### config.mk
export PLATFORM = sky130hd
export DESIGN_NAME = mtlb_ctrl
export DESIGN_NICKNAME = d
export VERILOG_FILES = /design/src/hdl/mtlb_pkg.sv /design/src/hdl/mtlb_ctrl.sv
export SDC_FILE = /design/constraint.sdc
export NUM_CORES = 1
export LEC_CHECK = 0
export BUFFER_PORTS_ARGS = -buffer_cell sky130_fd_sc_hd__buf_2
export CORE_AREA = 2 2 39 41
export DETAILED_ROUTE_END_ITERATION = 10
export DIE_AREA = 0 0 41 43
export PLACE_DENSITY = 0.43
export SLEW_MARGIN = 20
export SYNTH_ARGS = -nofsm -noshare
export SYNTH_HDL_FRONTEND = slang
export SYNTH_SLANG_ARGS = --single-unit
### constraint.sdc
create_clock -name clock -period 1.35 [get_ports clock]
set_clock_uncertainty 0.05 [all_clocks]
set_input_delay 0.27 -clock clock [delete_from_list [all_inputs] [get_ports clock]]
set_output_delay 0.27 -clock clock [all_outputs]
set_load 0.05 [all_outputs]
### src/hdl/mtlb_pkg.sv
// Shared types and constants for the joint TLB.
// Used by the controller, the datapath and the top level.
`timescale 1ns / 1ps
`default_nettype none
package mtlb_pkg;

   // Number of entries; a power of two from 2 to 32.
   localparam int ENTRIES = 32;
   localparam int IDX_W   = $clog2(ENTRIES);

   localparam int REQ_W = 144;   // 142 payload bits padded to whole bytes
   localparam int RSP_W = 168;

   localparam logic [7:0]  ASID_MASK = 8'hFF;
   localparam logic [23:0] PFN_FIELD = 24'hFF_FFFF;

   typedef enum logic [2:0] {
      CMD_TRANSLATE   = 3'd0,
      CMD_WRITE_INDEX = 3'd1,
      CMD_WRITE_RAND  = 3'd2,
      CMD_PROBE       = 3'd3,
      CMD_READ        = 3'd4
   } cmd_type;

   typedef enum logic [1:0] {
      ST_HIT      = 2'd0,
      ST_MISS     = 2'd1,
      ST_INVALID  = 2'd2,
      ST_MODIFIED = 2'd3
   } status_type;

   typedef enum logic [1:0] {
      CSR_PAGE_SHIFT = 2'd0,
      CSR_PHYS_MASK  = 2'd1,
      CSR_WIRED      = 2'd2
   } csr_type;

   // Controller to datapath strobes.
   typedef struct packed {
      logic capture;   // input transfer: latch the item, step the random counter
      logic look;      // compare all entries, perform a pending write
      logic eval;      // read the selected entry and load the result register
   } dp_cmd_type;

endpackage
`default_nettype wire

### src/hdl/mtlb_ctrl.sv
// Sequencing state machine for the joint TLB.
// Depends on mtlb_pkg; drives the datapath through dp_cmd_type.
`timescale 1ns / 1ps
`default_nettype none
module mtlb_ctrl
   import mtlb_pkg::*;
(
   input  wire        clock,
   input  wire        reset,
   input  wire        req_tvalid,
   output logic       req_tready,
   output logic       rsp_tvalid,
   input  wire        rsp_tready,
   output dp_cmd_type dp_cmd
);

   typedef enum logic [3:0] {
      S_IDLE = 4'b0001,
      S_LOOK = 4'b0010,
      S_EVAL = 4'b0100,
      S_SEND = 4'b1000
   } state_type;

   state_type state_ff, state_in;

   always_comb begin
      state_in = state_ff;
      case (state_ff)
         S_IDLE: if (req_tvalid) state_in = S_LOOK;
         S_LOOK: state_in = S_EVAL;
         S_EVAL: state_in = S_SEND;
         S_SEND: if (rsp_tready) state_in = S_IDLE;
         default: state_in = S_IDLE;
      endcase
   end

   always_ff @(posedge clock) begin
      if (reset) state_ff <= S_IDLE;
      else       state_ff <= state_in;
   end

   assign req_tready     = (state_ff == S_IDLE);
   assign rsp_tvalid     = (state_ff == S_SEND);
   assign dp_cmd.capture = req_tvalid && (state_ff == S_IDLE);
   assign dp_cmd.look    = (state_ff == S_LOOK);
   assign dp_cmd.eval    = (state_ff == S_EVAL);

   a_no_overlap: assert property (@(posedge clock) disable iff (reset)
      !(req_tready && rsp_tvalid)) else $error("input and result sides both open");
   a_accept_look: assert property (@(posedge clock) disable iff (reset)
      dp_cmd.capture |=> dp_cmd.look) else $error("accepted item not compared");
   a_eval_send: assert property (@(posedge clock) disable iff (reset)
      dp_cmd.eval |=> rsp_tvalid) else $error("result not presented after eval");
   a_send_idle: assert property (@(posedge clock) disable iff (reset)
      rsp_tvalid && rsp_tready |=> req_tready) else $error("no return to idle");

endmodule
`default_nettype wire

### Word-level counts from Yosys, hierarchy flattened

Cells that the tools add are included.

* register bits: 4
* bits in latches: 0
* RAM bits: 0
* ROM bits: 0
* output and inout port bits: 5
* word-level logic and storage cells: 12
* memories kept: 0

* add/sub/neg operators: 0
* multipliers: 0
* div/mod/pow operators: 0
* order comparisons: 0
* eq/ne operators: 6
* shifts and indexed selects: 0
* mux-type cells: 3
* bitwise operators: 0
* reduce and logical (&&, ||, !) cells: 2

Operator list (number)
* one-hot mux 4 bit (4 select lines): 1
* 2-to-1 mux 4 bit: 2
* == test 4 x 1 -> 1 bit (second input constant): 1
* == test 4 x 2 -> 1 bit (second input constant): 1
* == test 4 x 3 -> 1 bit (second input constant): 1
* == test 4 bit (second input constant): 1
* inequality test 2 x 1 -> 1 bit (second input constant): 1
* inequality test 2 bit (second input constant): 1
* AND reduction 2 bit: 1
* logical AND 1 bit: 1

### Depth between registers and ports, before layout

* depth after elaboration: 3
* mapped depth: 4
* mapped depth without buffers: 3

### Worst setup path before layout

No wires, ideal clock.

* kind: flip-flop to flip-flop
* from: reg state_ff[0]
* to: reg state_ff[2]
* arrival time: 2.329 ns
* required time: 1.228 ns
* slack: -1.101 ns
* cell stages (with the launch flop): 4
* path buffers: 1
* cell sequence: dfxtp_1 > buf_4 > nor4b_1 > nor2b_1

RTL lines
* from (decl): RTL line mtlb_ctrl.sv:24 `state_type state_ff, state_in;`
* from (signal assigned): RTL line mtlb_ctrl.sv:39 `else state_ff <= state_in;`

==> metrics <==
total number of clock tree sinks 4; P&R area growth vs syn 81.3%; Ys Warns 0; DR iter-0 viols 0; post-synthesis instance total 24; Finish-stage setup viols 5; Port Buffers 8; MaxCap Viol Count 0; DP HPWL 418 microns; unrepaired setup endpoints after global routing true; GR Util met3 roughly 3.1%; status complete, but fails checks; CTS Buffer Depth 2; Placer Congestion 0.833; core area about 0.0014 sq mm; failing checks setup timing; DR DRC count 0; Largest register FFs 4; Fmax 658 MHz; Clk pin slew, worst setup/hold paths 0.04 ns; Slew @ Worst Pin 0.250 ns; antenna violations before repair 0; # fillers 145; Power Dens Cells 1090 mW/mm^2; routed via count 236; vias per inst 4.29; CTS root buffer clkbuf_4; final hold vios 0; IO Pins 9; Hold Path Stages 2; final wirelength 579 microns; final worst slack -0.169 ns; synthesized net count 28; DIE HEIGHT 43 microns; register bit count reported by yosys 4; layout cells sized above 1 71.8%; total track usage 8.84%; Die X 41 microns; GR peak layer met2; Seq/Total Area, Yosys 33.3%; Power Total 0.475 mW; Worst slew margin 83.1%; unique cell type count in the Yosys netlist 17; fin. max-slew vios 0; clock latency on the worst-skew pair 0.24 ns; WHS Endpoint state_ff[3]; most common cell after layout, fill and taps aside buf_4; largest net degree at the start of global routing 7; CTS tree yes; crit start category flip-flop; Largest regs state_ff (4); largest fanout on the critical path 5; Starting Density 17.4%; post-route ant nets 0; leakage between 0.15 and 0.2 nW; r2r setup slk 0.13 ns; WP data arrival 1.20 ns; # rows 14; hold path start reset; crit path time final 1.52 ns; Biggest register state_ff; first-pass GRT wire length just under 1000 microns; Worst Setup Path Type reg2out; Fin Hold WS 0.182 ns; Worst EP required 1.03 ns; grt total ovfl 0; CTS Hold Bufs 0; final net count 45; met1 Track Usage GR 7.72%; most frequent cells in the layout buf_4, clkbuf_4, buf_2, buf_6; worst hold path class in2reg; Inserted Clock Buffers 3; R2R cell count 5; Max IR drop VDD ~0.47 mV; crit end category output pin; Ant. Diodes 0; Final Instance Count excl. Fillers 55; total negative slack -0.630 ns; H-tree depth reported by CTS 1; DRT Pass-1 Iters 1; die area 0.00176 sq mm; Tcrit/Tclk final 113%; wire length per cell between 10 and 15 microns; GR Util met2 13.4%; vias in the first global route 253; syn avg cell area 10.0 sq um; R2R Path Start state_ff[2]; Mapped Area around 240 sq um; Placed Cells incl. Taps 48; r2r endpoint state_ff[0]
-- critical path, cell delays in order, from the launching register on --
cell and delay (ns):
dfxtp_4 0.36, nor4b_4 0.27, and2_4 0.19, buf_8 0.14
-- cells by family after synthesis --
| family | Yosys count | share of synthesized area [%] |
|---|---|---|
| flip-flops | 4 | 33.3 |
| XOR/XNOR | 1 | 3.65 |
| AND/OR/NAND/NOR | 12 | 43.2 |
| buffers and inverters | 4 | 12.5 |
| AO/OA/AOI/OAI | 3 | 7.29 |
-- per-layer routing --
| metal | part of all wire (%) | wire (microns) | vias to the layer above |
|---|---|---|---|
| met5 | 0 | 0 | - |
| met4 | 2.9 | 17 | 0 |
| met3 | 3.5 | 20 | 2 |
| met2 | 57 | 331 | 5 |
| met1 | 36 | 210 | 112 |
| li1 | - | - | 117 |
-- final cells by class --
type                            instances  area, sq um  share of cell area, %
Clock buffer                            3         22.5                   5.17
Inverter                                1         3.75                  0.862
Multi-Input combinational cell         16          169                   38.8
Sequential cell                         4         88.8                   20.4
Tap cell                               16         20.0                   4.60
Timing Repair Buffer                   15          131                   30.2
-- where the power goes --
group	internal [mW]	switching, mW
Combinational	0.0912	0.0945
Sequential	0.124	0.00899
Clock	0.0999	0.0560
Total	0.316	0.159
-- cells in the mapped netlist --
library cell  count  area (sq um)
buf_4             2          15.0
and2_4            1          8.76
nor4b_1           1          8.76
dfxtp_1           4          80.1
nor4b_4           1          23.8
and2b_1           1          7.51
xnor2_1           1          8.76
nor4b_2           1          15.0
a21oi_1           1          5.00
nor4_1            1          6.26
nor2b_1           1          6.26
nand2b_1          2          12.5
buf_6             1          11.3
inv_1             1          3.75
o31ai_1           1          7.51
o21ai_1           1          5.00
nor3_1            3          15.0
-- worst max path at each step --
stage	start	to	slack (ns)	cells past startpoint
2_1_floorplan	state_ff[1]	dp_cmd[2]	-0.40	3
3_3_place_gp	state_ff[2]	dp_cmd[2]	-0.07	3
3_5_place_dp	state_ff[2]	dp_cmd[2]	-0.09	3
4_1_cts	state_ff[0]	dp_cmd[1]	-0.20	3
5_1_grt	state_ff[1]	dp_cmd[2]	-0.23	3
6_report	state_ff[2]	dp_cmd[2]	-0.17	3
-- stage by stage --
stage          area (sq um)  worst slack, ns  util [%]
2_1_floorplan           255           -0.403         -
3_3_place_gp            308          -0.0661      22.2
3_5_place_dp            308          -0.0881      22.2
4_1_cts                 399           -0.198      28.8
5_1_grt                 435           -0.226      31.5
6_report                435           -0.169      31.5
-- repair_timing --
item                                    4_1_cts  5_1_grt
buffers inserted                              2        2
pin swaps                                     3        3
endpoints found under the setup margin        5        5
gates resized for setup                      17        4
Note: power is estimated with default switching activity, not from simulation.
